`config.mk`:
```
export PLATFORM = sky130hd
export DESIGN_NAME = muxed_input_scan_debouncer
export DESIGN_NICKNAME = d
export VERILOG_FILES = /design/src/hdl/misd_pkg.sv /design/src/hdl/misd_channel.sv /design/src/hdl/muxed_input_scan_debouncer.sv
export SDC_FILE = /design/constraint.sdc
export NUM_CORES = 1
export LEC_CHECK = 0
export ABC_AREA = 1
export BUFFER_PORTS_ARGS = -buffer_cell sky130_fd_sc_hd__buf_2
export CORE_ASPECT_RATIO = 1.5
export CORE_MARGIN = 2
export CORE_UTILIZATION = 50
export CTS_BUF_LIST = sky130_fd_sc_hd__clkbuf_4 sky130_fd_sc_hd__clkbuf_8
export DETAILED_ROUTE_END_ITERATION = 16
export PLACE_DENSITY = 0.63
export SLEW_MARGIN = 20
export SYNTH_ARGS = -nofsm -noshare
export SYNTH_HDL_FRONTEND = slang
export SYNTH_SLANG_ARGS = --single-unit
```
`constraint.sdc`:
```
create_clock -name clock -period 14.8 [get_ports clock]
set_clock_uncertainty 0.05 [all_clocks]
set_input_delay 2.96 -clock clock [delete_from_list [all_inputs] [get_ports clock]]
set_output_delay 2.96 -clock clock [all_outputs]
set_load 0.01 [all_outputs]
```
`src/hdl/misd_pkg.sv`:
```
// ----------------------------------------------------------------------------
// misd_pkg: shared types and constants of the scan debouncer
// Holds the per-channel state record, the register index codes and the
// fixed field widths that the channel slice and the top level both use.
// ----------------------------------------------------------------------------
package misd_pkg;

   // Field widths fixed by the stream and register formats
   localparam int PIN_W      = 8;
   localparam int SELECT_W   = 2;
   localparam int STATES_W   = 32;
   localparam int COUNT_W    = 4;
   localparam int TIMER_W    = 8;
   localparam int CSR_INDEX_W = 2;
   localparam int CSR_DATA_W  = 8;
   localparam int RSP_DATA_W  = 48;

   // Register index codes
   localparam logic [CSR_INDEX_W-1:0] CSR_SAMPLES_NEEDED = 2'd0;
   localparam logic [CSR_INDEX_W-1:0] CSR_LOCKOUT_TIME   = 2'd1;
   localparam logic [CSR_INDEX_W-1:0] CSR_TICK_PERIOD    = 2'd2;

   // Register reset values
   localparam logic [COUNT_W-1:0] SAMPLES_NEEDED_RST = 4'd3;
   localparam logic [TIMER_W-1:0] LOCKOUT_TIME_RST   = 8'd20;
   localparam logic [TIMER_W-1:0] TICK_PERIOD_RST    = 8'd1;

   // Per-channel state: cnt_one counts samples at level 1, cnt_zero at level 0
   typedef struct packed {
      logic               debounced;
      logic [COUNT_W-1:0] cnt_zero;
      logic [COUNT_W-1:0] cnt_one;
      logic [TIMER_W-1:0] timer;
   } chan_state_type;

   // Settings shared by every channel slice
   typedef struct packed {
      logic [COUNT_W-1:0] samples_needed;
      logic [TIMER_W-1:0] lockout_time;
      logic [TIMER_W-1:0] tick_period;
   } chan_cfg_type;

endpackage

```
`src/hdl/misd_channel.sv`:
```
// ----------------------------------------------------------------------------
// misd_channel: next-state logic of one debounced channel
// Runs the lockout timer down, or counts consecutive differing samples and
// flips the debounced state once the required run is reached.
// ----------------------------------------------------------------------------
module misd_channel (
   input  logic                    level,
   input  misd_pkg::chan_cfg_type  cfg,
   input  misd_pkg::chan_state_type cur,
   output misd_pkg::chan_state_type nxt,
   output logic                    flip
);

   logic [misd_pkg::COUNT_W-1:0] run_cnt;
   logic [misd_pkg::COUNT_W-1:0] run_new;

   // Pick the run counter of the sampled level and advance it below the limit
   always_comb begin
      run_cnt = level ? cur.cnt_one : cur.cnt_zero;
      run_new = (run_cnt < cfg.samples_needed) ? run_cnt + 4'd1 : run_cnt;
   end

   // Lockout countdown, otherwise run counting and state flip
   always_comb begin
      nxt  = cur;
      flip = 1'b0;
      if (cur.timer != '0) begin
         nxt.timer = (cur.timer > cfg.tick_period) ? cur.timer - cfg.tick_period : '0;
      end else begin
         if (level) begin
            nxt.cnt_zero = '0;
         end else begin
            nxt.cnt_one = '0;
         end
         if (level != cur.debounced) begin
            if (level) begin
               nxt.cnt_one = run_new;
            end else begin
               nxt.cnt_zero = run_new;
            end
            if (run_new == cfg.samples_needed) begin
               nxt.debounced = level;
               nxt.timer     = cfg.lockout_time;
               flip          = 1'b1;
            end
         end
      end
   end

endmodule

```
`src/hdl/muxed_input_scan_debouncer.sv`:
```
// ----------------------------------------------------------------------------
// muxed_input_scan_debouncer: debouncer for pins shared by multiplexed groups
// Debounces the pins of the selected group on each scan tick, with lockout.
// ----------------------------------------------------------------------------
// One scan tick is taken per clock cycle without gaps while the input is not
// stalled: the tick is held in an input register, all channels of the selected
// group are updated in parallel from it, and the result register, loaded with
// that update, presents the new select value, the 32 lowest debounced states
// and the flip mask. A tick's result thus passes the input register and then
// the result register before it leaves. A waiting result holds the input
// register, and the input stalls only while both registers are full and
// rsp_tready is low. The per-channel state sits in flip-flop rows, one row per
// group, cleared by reset. The user must see that configuration is written
// through the csr_ port only while no tick is in flight; the block does not enforce it.
module muxed_input_scan_debouncer #(
   parameter int PIN_COUNT   = 8,
   parameter int SELECT_BITS = 2
) (
   input  logic                                clock,
   input  logic                                reset,
   // Configuration writes
   input  logic                                csr_wr_en,
   input  logic [misd_pkg::CSR_INDEX_W-1:0]    csr_index,
   input  logic [misd_pkg::CSR_DATA_W-1:0]     csr_wdata,
   // Scan ticks
   input  logic                                req_tvalid,
   output logic                                req_tready,
   input  logic [misd_pkg::PIN_W-1:0]          req_tdata,  // [7:0] pin_levels
   // Results
   output logic                                rsp_tvalid,
   input  logic                                rsp_tready,
   // [1:0] select_lines, [33:2] debounced_states, [41:34] changed_mask, rest zero
   output logic [misd_pkg::RSP_DATA_W-1:0]     rsp_tdata
);

   localparam int GROUPS   = 1 << SELECT_BITS;
   localparam int GROUP_W  = (SELECT_BITS > 0) ? SELECT_BITS : 1;
   localparam int CHANNELS = PIN_COUNT * GROUPS;
   localparam int FLAT_W   = (CHANNELS > misd_pkg::STATES_W) ? CHANNELS : misd_pkg::STATES_W;
   localparam logic [GROUP_W-1:0] GROUP_MASK = GROUP_W'(GROUPS - 1);

   // Configuration registers
   misd_pkg::chan_cfg_type cfg_ff;

   // Pipeline registers
   logic                            in_valid_ff;
   logic [misd_pkg::PIN_W-1:0]      pins_ff;
   logic                            out_valid_ff;
   logic [misd_pkg::SELECT_W-1:0]   sel_ff;
   logic [misd_pkg::STATES_W-1:0]   states_ff;
   logic [misd_pkg::PIN_W-1:0]      changed_ff;

   // Scan state
   logic [GROUP_W-1:0]              group_ff;
   logic [GROUP_W-1:0]              group_in;
   logic [misd_pkg::COUNT_W-1:0]    sample_cnt_ff;
   logic [misd_pkg::COUNT_W-1:0]    sample_cnt_in;
   misd_pkg::chan_state_type        chan_ff [GROUPS][PIN_COUNT];

   // Working signals
   logic                            advance;
   logic                            compute;
   misd_pkg::chan_state_type        row_cur [PIN_COUNT];
   misd_pkg::chan_state_type        row_new [PIN_COUNT];
   logic [PIN_COUNT-1:0]            flip;
   logic [misd_pkg::PIN_W-1:0]      changed_in;
   logic [FLAT_W-1:0]               flat_states;
   logic [31:0]                     group_wide;

   // Handshake: a tick moves on when the result register is free or drains
   assign advance    = !out_valid_ff || rsp_tready;
   assign compute    = in_valid_ff && advance;
   assign req_tready = !in_valid_ff || advance;

   // Configuration writes; unknown indexes are ignored
   always_ff @(posedge clock) begin
      if (reset) begin
         cfg_ff.samples_needed <= misd_pkg::SAMPLES_NEEDED_RST;
         cfg_ff.lockout_time   <= misd_pkg::LOCKOUT_TIME_RST;
         cfg_ff.tick_period    <= misd_pkg::TICK_PERIOD_RST;
      end else if (csr_wr_en) begin
         unique case (csr_index)
            misd_pkg::CSR_SAMPLES_NEEDED: cfg_ff.samples_needed <= csr_wdata[3:0];
            misd_pkg::CSR_LOCKOUT_TIME:   cfg_ff.lockout_time   <= csr_wdata;
            misd_pkg::CSR_TICK_PERIOD:    cfg_ff.tick_period    <= csr_wdata;
            default: ;
         endcase
      end
   end

   // Channel slices of the selected group
   for (genvar p = 0; p < PIN_COUNT; p++) begin : g_chan
      logic level;
      if (p < misd_pkg::PIN_W) begin : g_pin
         assign level = pins_ff[p];
      end else begin : g_nopin
         assign level = 1'b0;
      end
      assign row_cur[p] = chan_ff[group_ff][p];
      misd_channel u_channel (
         .level (level),
         .cfg   (cfg_ff),
         .cur   (row_cur[p]),
         .nxt   (row_new[p]),
         .flip  (flip[p])
      );
   end

   // Flip mask of the low eight pins
   always_comb begin
      changed_in = '0;
      for (int p = 0; p < PIN_COUNT && p < misd_pkg::PIN_W; p++) begin
         changed_in[p] = flip[p];
      end
   end

   // Group sequencing: advance after samples_needed ticks
   always_comb begin
      sample_cnt_in = sample_cnt_ff + 4'd1;
      group_in      = group_ff;
      if (sample_cnt_in >= cfg_ff.samples_needed) begin
         sample_cnt_in = '0;
         group_in      = (group_ff + 1'b1) & GROUP_MASK;
      end
   end

   // Debounced states after this tick, selected row replaced by its update
   always_comb begin
      flat_states = '0;
      for (int g = 0; g < GROUPS; g++) begin
         for (int p = 0; p < PIN_COUNT; p++) begin
            if (GROUP_W'(g) == group_ff) begin
               flat_states[g*PIN_COUNT+p] = row_new[p].debounced;
            end else begin
               flat_states[g*PIN_COUNT+p] = chan_ff[g][p].debounced;
            end
         end
      end
   end

   assign group_wide = 32'(group_in);

   // Input register: hold a tick until it is processed
   always_ff @(posedge clock) begin
      if (reset) begin
         in_valid_ff <= 1'b0;
      end else if (req_tready) begin
         in_valid_ff <= req_tvalid;
      end
      if (req_tready && req_tvalid) begin
         pins_ff <= req_tdata;
      end
   end

   // Scan state update on each processed tick
   always_ff @(posedge clock) begin
      if (reset) begin
         group_ff      <= '0;
         sample_cnt_ff <= '0;
         for (int g = 0; g < GROUPS; g++) begin
            for (int p = 0; p < PIN_COUNT; p++) begin
               chan_ff[g][p] <= '0;
            end
         end
      end else if (compute) begin
         group_ff      <= group_in;
         sample_cnt_ff <= sample_cnt_in;
         for (int g = 0; g < GROUPS; g++) begin
            if (GROUP_W'(g) == group_ff) begin
               for (int p = 0; p < PIN_COUNT; p++) begin
                  chan_ff[g][p] <= row_new[p];
               end
            end
         end
      end
   end

   // Result register: load on compute, drop after the transfer
   always_ff @(posedge clock) begin
      if (reset) begin
         out_valid_ff <= 1'b0;
      end else if (advance) begin
         out_valid_ff <= in_valid_ff;
      end
      if (compute) begin
         sel_ff     <= group_wide[1:0];
         states_ff  <= flat_states[misd_pkg::STATES_W-1:0];
         changed_ff <= changed_in;
      end
   end

   assign rsp_tvalid = out_valid_ff;
   assign rsp_tdata  = {6'd0, changed_ff, states_ff, sel_ff};

   // The group only moves together with a restart of the tick count
   assert property (@(posedge clock) disable iff (reset)
      (!$past(reset) && group_ff != $past(group_ff)) |-> (sample_cnt_ff == '0))
      else $error("group advanced without clearing the tick count");

   // Back-pressure reaches the input only when both stages are full
   assert property (@(posedge clock) disable iff (reset)
      !req_tready |-> (in_valid_ff && out_valid_ff && !rsp_tready))
      else $error("input stalled with a free stage");

   // A processed tick always lands in the result register
   assert property (@(posedge clock) disable iff (reset)
      compute |=> out_valid_ff)
      else $error("processed tick lost");

endmodule
```
; ---- Word-level counts from Yosys, hierarchy flattened
; Memory sizes are Yosys's and may differ from the RTL's. A register that Yosys moved wholly into a read port is not among the register bits.
; Index checks and enable logic that the tools add are counted.
[totals]
regBits = 78
latchBits = 0
mem_bits_rw = 544
romBits = 0
in_bits = 23
out_inout_bits = 50
elab_cells = 332
memories = 1
[mem_list]
columns = name, words, width, rd, rd_ports_with_merged_regs, write_ports, line_no
row1 = chan_ff, 4, 136, 5, 1, 4, muxed_input_scan_debouncer.sv:58  ; misd_pkg::chan_state_type chan_ff [GROUPS][PIN_COUNT];
[op_classes]
n_addsub = 18
multipliers = 0
div_mod_pow = 0
magnitude_cmp = 17
n_eq_ne = 21
shifts = 0
mux = 190
n_bitwise = 40
reduce_logical = 27
[ops]
columns = op, n
row1 = 17-bit 2-to-1 mux, 40
row2 = 4-bit 2-to-1 mux, 49
row3 = 8-bit 2-to-1 mux, 24
row4 = 9-bit 2-to-1 mux, 8
row5 = 1-bit 2-to-1 mux, 66
row6 = 8-bit > comparator, 8
row7 = 8-bit nonzero test, 8
row8 = 8-bit subtractor, 8
row9 = 4-bit by 1-bit adder with 4-bit output (second input constant), 9
row10 = 4-bit == test, 8
row11 = 4-bit < comparator, 8
row12 = 1-bit bitwise OR, 32
row13 = 2-bit OR reduction, 8
row14 = 1-bit != test, 8
row15 = 1-bit NOT, 8
row16 = 2-bit 2-to-1 mux, 3
row17 = 2-bit AND reduction, 3
row18 = 2-bit == test (first input constant), 2
row19 = 4-bit >= comparator, 1
row20 = 2-bit zero test, 2
row21 = 2-bit by 1-bit adder with 2-bit output (second input constant), 1
row22 = 1-bit by 2-bit == test with 1-bit output (first input constant), 1
row23 = 2-bit by 1-bit == test with 1-bit output (second input constant), 1
row24 = 2-bit == test (second input constant), 1
row25 = other kinds (3), 6

; ---- Logic depth before layout (Yosys ltp)
[logic_depth]
ltp_word = 8
depth_mapped = 26
depth_no_buf = 23

; ---- Modules after synthesis
; Synthesis repeated with hierarchy kept, for this count alone.
[hier_totals]
hier_cells = 4035
hier_area_um2 = 35291.3
[by_module_without_submodules]
columns = mod, n_inst, cells_each, area_each_um2, seq_area_each_um2
row1 = muxed_input_scan_debouncer, 1, 2358, 26137.6, 18437.7
row2 = misd_channel (g_chan[0].u_channel ...), 5, 209, 1134.8, 0.0
row3 = misd_channel (g_chan[7].u_channel), 1, 212, 1182.4, 0.0
row4 = misd_channel (g_chan[5].u_channel), 1, 209, 1154.9, 0.0
row5 = misd_channel (g_chan[6].u_channel), 1, 211, 1142.3, 0.0

; ---- Least setup slack after synthesis
; No wires, ideal clock.
[synth_timing]
path_type = input to register
from = input rsp_tready
to = memory chan_ff[0][0] (netlist name) (enable)
setup_time_ns = 0.819
t_arrival_ns = 12.882
required_ns = 13.931
slack_ns = 1.049
cell_stages = 5
n_path_buf = 1
cell_sequence = inv_1 nand2_1 nand2_1 clkbuf_1 o21ai_0
[synth_lines]
columns = item, line_no
row1 = start: declaration, muxed_input_scan_debouncer.sv:31  ; input logic rsp_tready,
row2 = end: declaration, muxed_input_scan_debouncer.sv:58

; ---- Final worst setup path
[layout_timing]
from = input rsp_tready
to = output req_tready
[layout_via]
elab_chain_len = 2
[layout_rtl]
columns = item, line_no
row1 = 1-bit logical OR, muxed_input_scan_debouncer.sv:71  ; assign advance = !out_valid_ff || rsp_tready;
row2 = 1-bit logical OR, muxed_input_scan_debouncer.sv:73  ; assign req_tready = !in_valid_ff || advance;
row3 = end: declaration, muxed_input_scan_debouncer.sv:27  ; output logic req_tready,
; Every way passes these cells.

==> out/qor.json <==
{
  "outcome": {
    "status": "complete, no violations"
  },
  "sta": {
    "final_max_slew_viol_count": 0,
    "totalNegativeSetupSlack_ns": 0,
    "max_clock_freq_ghz": 0.157,
    "rsz_0062_raised_after_global_routing": "false",
    "fin_crit_ns": 6.37,
    "setup_slack_ns": 8.43,
    "post_route_clock_period_utilization": 0.431,
    "max_slew_margin": 0.245,
    "final-hold-violation-count": 0,
    "setup_violators_final": 0,
    "tightestPinTransition_ns": 1.13
  },
  "floorplan": {
    "total_core_area_mm2": 0.0675,
    "die_area_mm2": 0.0700,
    "placement_rows": 117,
    "boundary_pins": 73,
    "start_util": 0.503,
    "die_x_um": 217,
    "die_y_um": 323
  },
  "cts": {
    "clk_pin_slew_worst_paths_ns": 0.07,
    "cts-root-buf": "sky130_fd_sc_hd__clkbuf_8",
    "numCtsBuffers": 92,
    "h-tree-depth": 3,
    "cts_setup_buffers": 0,
    "ctsHoldBuffers": 0,
    "cts_sinks": 624,
    "insertion_delay_ns": 0.71,
    "max_buffers_root_to_sink": 3,
    "cts_tree": "built",
    "cts.repair.resized": 0
  },
  "global_routing": {
    "grt_util_all_layers": 0.278,
    "antenna_found_initial": 2,
    "wire_length_of_the_first_global_routing_pass_mm": 150,
    "pin_count_of_the_biggest_net_entering_global_routing": 189,
    "gr-total-overflow": 0,
    "grt_pass1_vias": 26800
  },
  "routing": {
    "via_count": 27500,
    "totalWireLength_mm": 96.7,
    "detailedRoute.firstIterationViolations": 2037,
    "first_pass_detailed_route_iteration_total": 6,
    "detail_route.vias_per_cell": 5.81,
    "remaining_routing_drc_violations": 0,
    "routed_wire_length_per_instance_um": 20.4,
    "drt.antenna.violating_nets": 0
  },
  "synthesis": {
    "synth_async_reset_ratio": 0,
    "synth.avg_cell_area_um2": 9.02,
    "post_synth_inst_count": 3764,
    "share_of_the_synthesized_netlist_area_taken_by_xor_and_xnor_gates": 0.00465,
    "yosys_register_bits": 624,
    "syn_area_mm2": 0.0339,
    "seq_area_frac_synth": 0.543,
    "synth_top_family_by_area": "simple AND/OR/NAND/NOR gates",
    "netlist_top_cells_area": "sky130_fd_sc_hd__edfxtp_1, sky130_fd_sc_hd__nand2_1, sky130_fd_sc_hd__nand3_1",
    "post_synth_and_or_nand_nor_area_fraction": 0.242,
    "synth_warnings": 0,
    "synth_enable_flop_cells": 594,
    "synth_compound_area_frac": 0.107,
    "synth_largest_area_cell": "sky130_fd_sc_hd__edfxtp_1",
    "synthAdderAreaFrac": 0.0434,
    "yosys_most_used_dff": "sky130_fd_sc_hd__edfxtp_1",
    "post-synth-top-area-fraction": 0.526,
    "synth_mux_area_frac": 0,
    "netlist-cell-type-count": 49
  },
  "setup_path": {
    "crit_path_end_kind": "output pin",
    "worst-endpoint-arrival_ns": 3.36,
    "crit_required_ns": 11.79,
    "critical_path.reg2reg.endpoint": "chan_ff[1][1]",
    "critPathLaunchType": "input pin",
    "critical-path-max-stage-delay_ns": 0.16,
    "worst-setup-path-type": "in -> out",
    "critPathMostFrequentCell": "sky130_fd_sc_hd__buf_2",
    "path_max_fanout": 3,
    "timing.reg2reg.setup_slack_ns": 9.63,
    "ff2ff_path_depth": 18,
    "worst_path_max_delay_cell": "sky130_fd_sc_hd__buf_2",
    "crit_chain": "buf_2, inv_1, nand3_1, buf_2"
  },
  "hold_path": {
    "holdPathEnd": "sample_cnt_ff[1]",
    "depth_of_the_worst_hold_timing_path": 2,
    "min-delay-path-class": "reg -> reg",
    "hold_path.startpoint": "sample_cnt_ff[1]"
  },
  "pwr": {
    "p_sw_mw": 1.54,
    "seqPwrFrac": 0.451,
    "power.internal_mw": 3.09,
    "powerDensity_mw_per_mm2": 127,
    "switching_share": 0.333,
    "clock_power_share": 0.294,
    "power.ir.vdd_worst_uv": 68.8,
    "power.combinational.fraction": 0.256,
    "cellLeakagePower_nw": 14.8
  },
  "cells_and_area": {
    "layout_cells_sized_above_1": 0.0920,
    "commonest_non_fill_non_tap_cell_in_the_layout": "sky130_fd_sc_hd__nand2_1",
    "synthToLayoutAreaGrowth_pct": 7.64,
    "nets": 3918,
    "layout_common_cells": "sky130_fd_sc_hd__nand2_1, sky130_fd_sc_hd__edfxtp_1, sky130_fd_sc_hd__nor2_1"
  },
  "placed_design": {
    "preCtsSetupSlack_ns": 8.10,
    "port_bufs": 66,
    "place_congestion": 0.873,
    "place_hpwl_mm": 58.1
  },
  "flow_run": {
    "max-cap-violations": 0
  }
}
## layout make-up
| type | count | area (µm²) |
|---|---|---|
| Inverter | 256 | 976 |
| Clock inverter | 38 | 234 |
| Clock buffer | 121 | 1510 |
| Timing Repair Buffer | 105 | 677 |
| Fill cell | 6249 | 31000 |
| Tap cell | 892 | 1120 |
| Multi-Input combinational cell | 2703 | 13600 |
| Sequential cell | 624 | 18400 |
| Antenna cell | 1 | 2.50 |
## worst max-delay path, delay by kind of cell
kind / cells / cell delay, ns
buffers and inverters: 3 / 0.31
AND/OR/NAND/NOR: 1 / 0.09
## state kept, by name, summed over array words and instances (netlist names), named ones only
signal,flops
cfg_ff,20
chan_ff,544
changed_ff,8
group_ff,2
in_valid_ff,1
pins_ff,8
rsp_tvalid,1
sample_cnt_ff,4
sel_ff,2
states_ff,32
## power by group through the flow
| stage | Combinational (mW) | Sequential (mW) | Clock (mW) |
|---|---|---|---|
| 2_1_floorplan | 0.885 | 2.14 | 0 |
| 4_1_cts | 1.18 | 2.09 | 1.39 |
| 3_5_place_dp | 1.17 | 2.13 | 0 |
| 3_3_place_gp | 1.16 | 2.12 | 0 |
| 6_report | 1.19 | 2.09 | 1.36 |
| 5_1_grt | 1.33 | 2.10 | 1.45 |
## routing by layer
metal | up-vias | track usage | routed length (µm)
met4 | 0 | 0.128 | 4090
met3 | 220 | 0.0349 | 5990
met2 | 956 | 0.488 | 47900
met5 | - | 0 | 0
met1 | 13300 | 0.343 | 38800
li1 | 13100 | - | -
## worst max-delay path by stage
stage                     slack (ns)        from         endpoint  depth (start not counted)
after floorplan                 1.05  rsp_tready    chan_ff[0][0]                          5
final                           8.43  rsp_tready       req_tready                          4
after detailed placement        8.10       reset  chan_ff[3][130]                          5
after global routing            8.37  rsp_tready       req_tready                          4
after CTS                       8.42  rsp_tready       req_tready                          4
after global placement          8.14       reset   chan_ff[3][56]                          5
## Yosys cell counts (23+ instances only)
cell type                  count
sky130_fd_sc_hd__o21ai_0     107
sky130_fd_sc_hd__dfxtp_1      30
sky130_fd_sc_hd__o21ai_1      25
sky130_fd_sc_hd__buf_4        29
sky130_fd_sc_hd__nand3_1     370
sky130_fd_sc_hd__nand2_1    1013
sky130_fd_sc_hd__inv_1       235
sky130_fd_sc_hd__a21oi_1     350
sky130_fd_sc_hd__a32oi_1      47
sky130_fd_sc_hd__nor2_1      397
sky130_fd_sc_hd__buf_6        25
sky130_fd_sc_hd__clkbuf_1     74
sky130_fd_sc_hd__buf_2        57
sky130_fd_sc_hd__ha_1        105
sky130_fd_sc_hd__o22ai_1      70
sky130_fd_sc_hd__nand4_1      53
sky130_fd_sc_hd__edfxtp_1    594
sky130_fd_sc_hd__nand2_2      23
## through the flow
| stage | utilization | power [mW] | instance area, µm² | hold WS, ns | std cells |
|---|---|---|---|---|---|
| 2_1_floorplan | - | 3.02 | 34000 | 0.413 | 3769 |
| 3_3_place_gp | 0.515 | 3.29 | 34700 | 0.428 | 4578 |
| 3_5_place_dp | 0.515 | 3.30 | 34700 | 0.434 | 4578 |
| 4_1_cts | 0.541 | 4.65 | 36500 | 0.444 | 4737 |
| 5_1_grt | 0.541 | 4.89 | 36500 | 0.473 | 4740 |
| 6_report | 0.541 | 4.64 | 36500 | 0.448 | 4740 |
## logic make-up (layout without fill, tap and decap cells)
logic type / after synthesis / in the layout
flops: 624 / 624
fa+ha+maj: 113 / 113
buf+inv: 442 / 520
xor+xnor: 18 / 18
compound gates: 639 / 639
other cells: 1 / 7
simple gates: 1927 / 1927
(Power assumes the default switching activity.)
